**src/design/ttsb_pkg.sv**
```systemverilog
// ----------------------------------------------------------------------------
// Text terminal screen buffer package
// Shared widths, command codes, character codes and the structs that travel
// between the command front end and the executor.
// ----------------------------------------------------------------------------
package ttsb_pkg;

  localparam int FUNC_W       = 3;
  localparam int CHAR_W       = 8;
  localparam int COORD_W      = 8;
  localparam int CURSOR_COL_W = 7;
  localparam int CURSOR_ROW_W = 5;
  localparam int CFG_ADDR_W   = 3;
  localparam int CFG_DATA_W   = 32;
  localparam int QUEUE_DEPTH  = 2;

  // Register index, taken from the word address bits of paddr.
  localparam logic [CFG_ADDR_W-3:0] CFG_IDX_AUTOWRAP = '0;

  // Command codes on the func field.
  localparam logic [FUNC_W-1:0] FUNC_PUT_CHAR     = 3'd0;
  localparam logic [FUNC_W-1:0] FUNC_CLEAR_SCREEN = 3'd1;
  localparam logic [FUNC_W-1:0] FUNC_CLEAR_EOL    = 3'd2;
  localparam logic [FUNC_W-1:0] FUNC_GOTO_XY      = 3'd3;
  localparam logic [FUNC_W-1:0] FUNC_READ_CELL    = 3'd4;

  // Character codes with a meaning of their own.
  localparam logic [CHAR_W-1:0] CHAR_SPACE = 8'h20;
  localparam logic [CHAR_W-1:0] CHAR_CR    = 8'd13;
  localparam logic [CHAR_W-1:0] CHAR_LF    = 8'd10;
  localparam logic [CHAR_W-1:0] CHAR_BS    = 8'd8;

  typedef enum logic [3:0] {
    OP_NOP,
    OP_PRINT,
    OP_CR,
    OP_LF,
    OP_BS,
    OP_CLR_SCREEN,
    OP_CLR_EOL,
    OP_GOTO,
    OP_READ
  } op_kind_t;

  // A classified command. col and row are already 0-based.
  typedef struct packed {
    op_kind_t            kind;
    logic [CHAR_W-1:0]   ch;
    logic                col_ok;
    logic                row_ok;
    logic [COORD_W-1:0]  col;
    logic [COORD_W-1:0]  row;
  } op_t;

  typedef struct packed {
    logic valid;
    op_t  op;
  } queue_head_t;

  typedef struct packed {
    logic init_busy;
  } back_status_t;

  typedef struct packed {
    logic [CHAR_W-1:0]       cell_char;
    logic [CURSOR_COL_W-1:0] cursor_col;
    logic [CURSOR_ROW_W-1:0] cursor_row;
    logic                    scrolled;
  } res_t;

  typedef enum logic [2:0] {
    ST_INIT,
    ST_IDLE,
    ST_CLR_ALL,
    ST_SWEEP_ROW,
    ST_READ
  } back_state_t;

endpackage

```
**src/design/ttsb_fifo.sv**
```systemverilog
// ----------------------------------------------------------------------------
// Small register FIFO
// Flop-based queue used between the front end and the executor and on the
// result side.
// ----------------------------------------------------------------------------
module ttsb_fifo #(
  parameter int WIDTH = 8,
  parameter int DEPTH = 2
) (
  input  logic             clk,
  input  logic             rst_n,
  input  logic             push,
  input  logic [WIDTH-1:0] din,
  output logic             full,
  input  logic             pop,
  output logic [WIDTH-1:0] dout,
  output logic             empty
);

  localparam int PTR_W = (DEPTH > 1) ? $clog2(DEPTH) : 1;
  localparam int CNT_W = $clog2(DEPTH + 1);

  logic [WIDTH-1:0] mem_r [DEPTH];
  logic [PTR_W-1:0] wr_ptr_r, wr_ptr_nxt;
  logic [PTR_W-1:0] rd_ptr_r, rd_ptr_nxt;
  logic [CNT_W-1:0] count_r, count_nxt;
  logic             push_ok;
  logic             pop_ok;

  assign full    = (count_r == CNT_W'(DEPTH));
  assign empty   = (count_r == '0);
  assign push_ok = push && !full;
  assign pop_ok  = pop && !empty;
  assign dout    = mem_r[rd_ptr_r];

  always_comb begin
    wr_ptr_nxt = wr_ptr_r;
    rd_ptr_nxt = rd_ptr_r;
    count_nxt  = count_r;
    if (push_ok) begin
      wr_ptr_nxt = (wr_ptr_r == PTR_W'(DEPTH - 1)) ? '0 : PTR_W'(wr_ptr_r + 1'b1);
    end
    if (pop_ok) begin
      rd_ptr_nxt = (rd_ptr_r == PTR_W'(DEPTH - 1)) ? '0 : PTR_W'(rd_ptr_r + 1'b1);
    end
    if (push_ok && !pop_ok) begin
      count_nxt = CNT_W'(count_r + 1'b1);
    end else if (pop_ok && !push_ok) begin
      count_nxt = CNT_W'(count_r - 1'b1);
    end
  end

  always_ff @(posedge clk) begin
    if (!rst_n) begin
      wr_ptr_r <= '0;
      rd_ptr_r <= '0;
      count_r  <= '0;
    end else begin
      wr_ptr_r <= wr_ptr_nxt;
      rd_ptr_r <= rd_ptr_nxt;
      count_r  <= count_nxt;
    end
  end

  always_ff @(posedge clk) begin
    if (push_ok) begin
      mem_r[wr_ptr_r] <= din;
    end
  end

endmodule

```
**src/design/ttsb_front.sv**
```systemverilog
// ----------------------------------------------------------------------------
// Text terminal command front end
// Accepts command transactions, decodes them into executor operations with
// range-checked 0-based coordinates, and queues them for the executor.
// ----------------------------------------------------------------------------
module ttsb_front #(
  parameter int COLUMNS = 80,
  parameter int ROWS    = 30
) (
  input  logic                          clk,
  input  logic                          rst_n,
  input  logic                          push,
  output logic                          full,
  input  logic [ttsb_pkg::FUNC_W-1:0]   func,
  input  logic [ttsb_pkg::CHAR_W-1:0]   char_code,
  input  logic [ttsb_pkg::COORD_W-1:0]  target_col,
  input  logic [ttsb_pkg::COORD_W-1:0]  target_row,
  input  ttsb_pkg::back_status_t        status,
  output ttsb_pkg::queue_head_t         head,
  input  logic                          op_pop
);

  localparam int OP_W = $bits(ttsb_pkg::op_t);

  ttsb_pkg::op_t   op_d;
  logic [OP_W-1:0] op_q;
  logic            q_full;
  logic            q_empty;

  always_comb begin
    op_d.ch     = char_code;
    op_d.col_ok = (target_col != '0) &&
                  (target_col <= ttsb_pkg::COORD_W'(COLUMNS));
    op_d.row_ok = (target_row != '0) &&
                  (target_row <= ttsb_pkg::COORD_W'(ROWS));
    op_d.col    = ttsb_pkg::COORD_W'(target_col - 1'b1);
    op_d.row    = ttsb_pkg::COORD_W'(target_row - 1'b1);
    unique case (func)
      ttsb_pkg::FUNC_PUT_CHAR: begin
        unique case (char_code)
          ttsb_pkg::CHAR_CR: op_d.kind = ttsb_pkg::OP_CR;
          ttsb_pkg::CHAR_LF: op_d.kind = ttsb_pkg::OP_LF;
          ttsb_pkg::CHAR_BS: op_d.kind = ttsb_pkg::OP_BS;
          default:           op_d.kind = ttsb_pkg::OP_PRINT;
        endcase
      end
      ttsb_pkg::FUNC_CLEAR_SCREEN: op_d.kind = ttsb_pkg::OP_CLR_SCREEN;
      ttsb_pkg::FUNC_CLEAR_EOL:    op_d.kind = ttsb_pkg::OP_CLR_EOL;
      ttsb_pkg::FUNC_GOTO_XY:      op_d.kind = ttsb_pkg::OP_GOTO;
      ttsb_pkg::FUNC_READ_CELL:    op_d.kind = ttsb_pkg::OP_READ;
      default:                     op_d.kind = ttsb_pkg::OP_NOP;
    endcase
  end

  // No commands are taken while the cell store is being cleared after reset.
  assign full = q_full || status.init_busy;

  ttsb_fifo #(
    .WIDTH(OP_W),
    .DEPTH(ttsb_pkg::QUEUE_DEPTH)
  ) u_cmd_q (
    .clk  (clk),
    .rst_n(rst_n),
    .push (push && !full),
    .din  (op_d),
    .full (q_full),
    .pop  (op_pop),
    .dout (op_q),
    .empty(q_empty)
  );

  assign head.valid = !q_empty;
  assign head.op    = ttsb_pkg::op_t'(op_q);

endmodule

```
**config.mk**
```make
export PLATFORM = sky130hd
export DESIGN_NAME = ttsb_front
export DESIGN_NICKNAME = d
export VERILOG_FILES = /design/src/design/ttsb_pkg.sv /design/src/design/ttsb_fifo.sv /design/src/design/ttsb_front.sv
export SDC_FILE = /design/constraint.sdc
export NUM_CORES = 1
export LEC_CHECK = 0
export BUFFER_PORTS_ARGS = -buffer_cell sky130_fd_sc_hd__buf_2
export CORE_ASPECT_RATIO = 1.25
export CORE_UTILIZATION = 45
export DETAILED_ROUTE_END_ITERATION = 6
export HOLD_SLACK_MARGIN = 0.05
export PLACE_DENSITY = 0.74
export REMOVE_ABC_BUFFERS = 1
export SETUP_SLACK_MARGIN = 0.05
export SYNTH_ARGS = -nofsm -noshare
export SYNTH_HDL_FRONTEND = slang
export SYNTH_SLANG_ARGS = --single-unit
```
**constraint.sdc**
```tcl
create_clock -name clk -period 6.21 [get_ports clk]
set_input_delay 0.3105 -clock clk [delete_from_list [all_inputs] [get_ports clk]]
set_output_delay 0.3105 -clock clk [all_outputs]
set_load 0.02 [all_outputs]
```
==> impl_results.md <==
* CTS sink count at 65
* Clk network pwr share at 0.262
* First-pass GRT wire length at 7182 um
* P per Cell Area at 354.1 nW/um2
* PortBufs at 63
* Grt ovf at 0
* Synth area leader: edfxtp_1
* Cell Area, Placed at 3253 um2
* Min cycle time layout at 1862 ps
* Static leakage at 1.320 nW
* Worst-case clock buffer depth at 2
* Clk_skew at 8.242 ps
* Fin. Hold Viols at 0
* Largest net degree at the start of global routing at 31
* Slew HR at 0.6134
* CTS tree: yes
* Combinational share of power at 0.290
* Synth area leaders: edfxtp_1 (64%), mux2_2 (12%), dfxtp_1 (3.5%)
* CP Launch Type: register
* 1st-pass router iterations at 4
* Class of the worst hold path: primary input to register
* Antenna viol nets, final at 0
* Vias/cell at 4.768
* VDD IR-drop max at 0.0002322 V
* Routed WL per cell at 13.21 um
* Most frequent cells in the layout: buf_2 (63), edfxtp_1 (60), mux2_2 (30)
* Mean Syn Cell Area at 15.61 um2
* Register share of total power at 0.448
* Synth Warn # at 0
* Filler Cell Count at 492
* Worst EP arrival at 1550 ps
* Die ar. at 6601 um2
* Final net count at about 290
* Status: complete, no violations
* Commonest non-fill, non-tap cell in the layout: buf_2
* Final Cycle Share at 0.2998
* Maxcap violations at 0
* CP Capture Type: output port
* Total routed wirelength at roughly 4500 um
* Mapped Area at 2825 um2
* Drt drc at 0
* Hold Buf Count CTS at 0
* Async SR Flop Fraction at 0
* Initial drt markers at 94
* Setup bufs post-CTS at 0
* Area grow syn2layout at 21.35%
* Share of cells above drive strength 1 at 0.4440
* RSZ-0062 raised after global routing: no
* GP Congestion at between 0.8 and 0.9
* Die X at 72.87 um
* Worst Tran Pin Value at 574.6 ps
* CP Data Required Time at around 5900 ps
* Total CTS buffers at 9
* Register area share after synthesis at 0.6732
* Critical path class: register to output port
* Post-synth EDFFs at 60
* # diodes at 0
* Pins Over Slew Limit at 0
* Die Y at slightly above 90 um
* GRT Total Usage at 0.1476
* Cell Int Power at 858.2 uW
* Htree depth at 3
* Worst-Skew Late Latency at 320 ps
* Clk pin slew, worst setup/hold paths at ~60 ps
* Finish-stage setup viols at 0
* Clk root buf: clkbuf_8
* Starting Density at 0.4761
* Post-route cell area at roughly 3400 um2
* Main synth FF type: edfxtp_1
* Number of global-route vias before repair at 1,609
* Worst Path Max Fanout at 30
* Synth top area share at 0.6377
* Post-synth cell types at 34
* NetSw at 355.6 uW
* Initial antenna violation count at 0
* Vias at 1,626
* Synthesized flop and latch total at 65
* CTS resizes at 0
* Peak Freq at 0.5371 GHz
* Synth Instances at 181
* Ports at 64
* Core Region at roughly 5900 um2
* Final TNS setup at 0 ps
* Detailed placement HPWL at approximately 3100 um
* Rows at 31
* Sw frac at 0.2930
[power groups by stage]
stage | Sequential [mW] | Combinational, mW | Clock, mW
3_5_place_dp | 0.553 | 0.357 | 0
5_1_grt | 0.548 | 0.384 | 0.348
4_1_cts | 0.544 | 0.359 | 0.329
3_3_place_gp | 0.551 | 0.357 | 0
2_1_floorplan | 0.569 | 0.230 | 0
6_report | 0.544 | 0.352 | 0.318
[critical path, stage by stage, from the launching register on]
cell and delay (ps):
dfxtp_1 310, buf_4 350, mux2_2 400, buf_2 160
[per-stage QoR]
step	utilization	hold WS [ps]	setup WS [ps]	cells	total power, mW
after global routing	0.5777	172.6	4256	341	1.279
after CTS	0.5777	184.1	4304	341	1.232
after global placement	0.5482	477.4	4557	326	0.9073
final	0.5777	200.3	4348	341	1.214
after detailed placement	0.5482	486.4	4533	326	0.9105
after floorplan	-	409.4	3669	178	0.7989
[kinds of logic after synthesis]
kind of cell             Yosys count  share of synthesized area
flip-flops                        65                     0.6732
AND/OR/NAND/NOR                   39                    0.08281
multiplexers                      31                     0.1231
XOR/XNOR                          16                    0.04960
AO/OA/AOI/OAI                     12                    0.02746
buffers and inverters             12                    0.01727
adder cells (fa/ha/maj)            6                    0.02657
[layout make-up]
cell class | count | area, um2 | area share
sequential | 65 | 1902 | 0.5547
multi-input combinational | 104 | 877.1 | 0.2558
timing repair buffer | 66 | 337.8 | 0.09854
clock buffer | 10 | 127.6 | 0.03723
tap | 82 | 102.6 | 0.02993
clock inverter | 5 | 47.55 | 0.01387
inverter | 9 | 33.78 | 0.009854
[final timing paths]
| check | from | slack, ps | depth (start not counted) | endpoint |
|---|---|---|---|---|
| setup / recovery | register | 4350 | 3 | head[16] |
| setup reg to reg | u_cmd_q.count_r[0] | 4540 | 4 | u_cmd_q.mem_r[0][20] |
| hold reg to reg | u_cmd_q.wr_ptr_r | 490 | 2 | u_cmd_q.wr_ptr_r |
| hold / removal | char_code[4] | 200 | 1 | u_cmd_q.mem_r[1][22] |
[state kept, by name (all words and copies together) (netlist names), named ones only]
name and flops:
u_cmd_q.rd_ptr_r 1, u_cmd_q.wr_ptr_r 1, u_cmd_q.mem_r 60, u_cmd_q.count_r 2
[synth_stat cells, types with 2 or more instances]
cell / count
a21oi_1: 3
and2_1: 4
and3_1: 2
buf_2: 3
dfxtp_1: 5
edfxtp_1: 60
ha_1: 6
inv_1: 9
mux2_2: 30
nand2_1: 6
nand4_1: 3
nor2_1: 4
nor2b_1: 2
nor3_1: 4
nor3b_1: 2
nor3b_2: 2
nor4_1: 2
o21ai_0: 3
or2_2: 2
xnor2_1: 9
xor2_1: 7
[per-layer routing]
layer,GRT usage,vias to the layer above,routed length [um]
met5,0,-,0
met4,0.07353,0,36
li1,-,823,-
met3,0.03460,4,176
met2,0.2422,40,2361
met1,0.1795,759,1932
No activity file was read; power rests on OpenSTA's default activity.
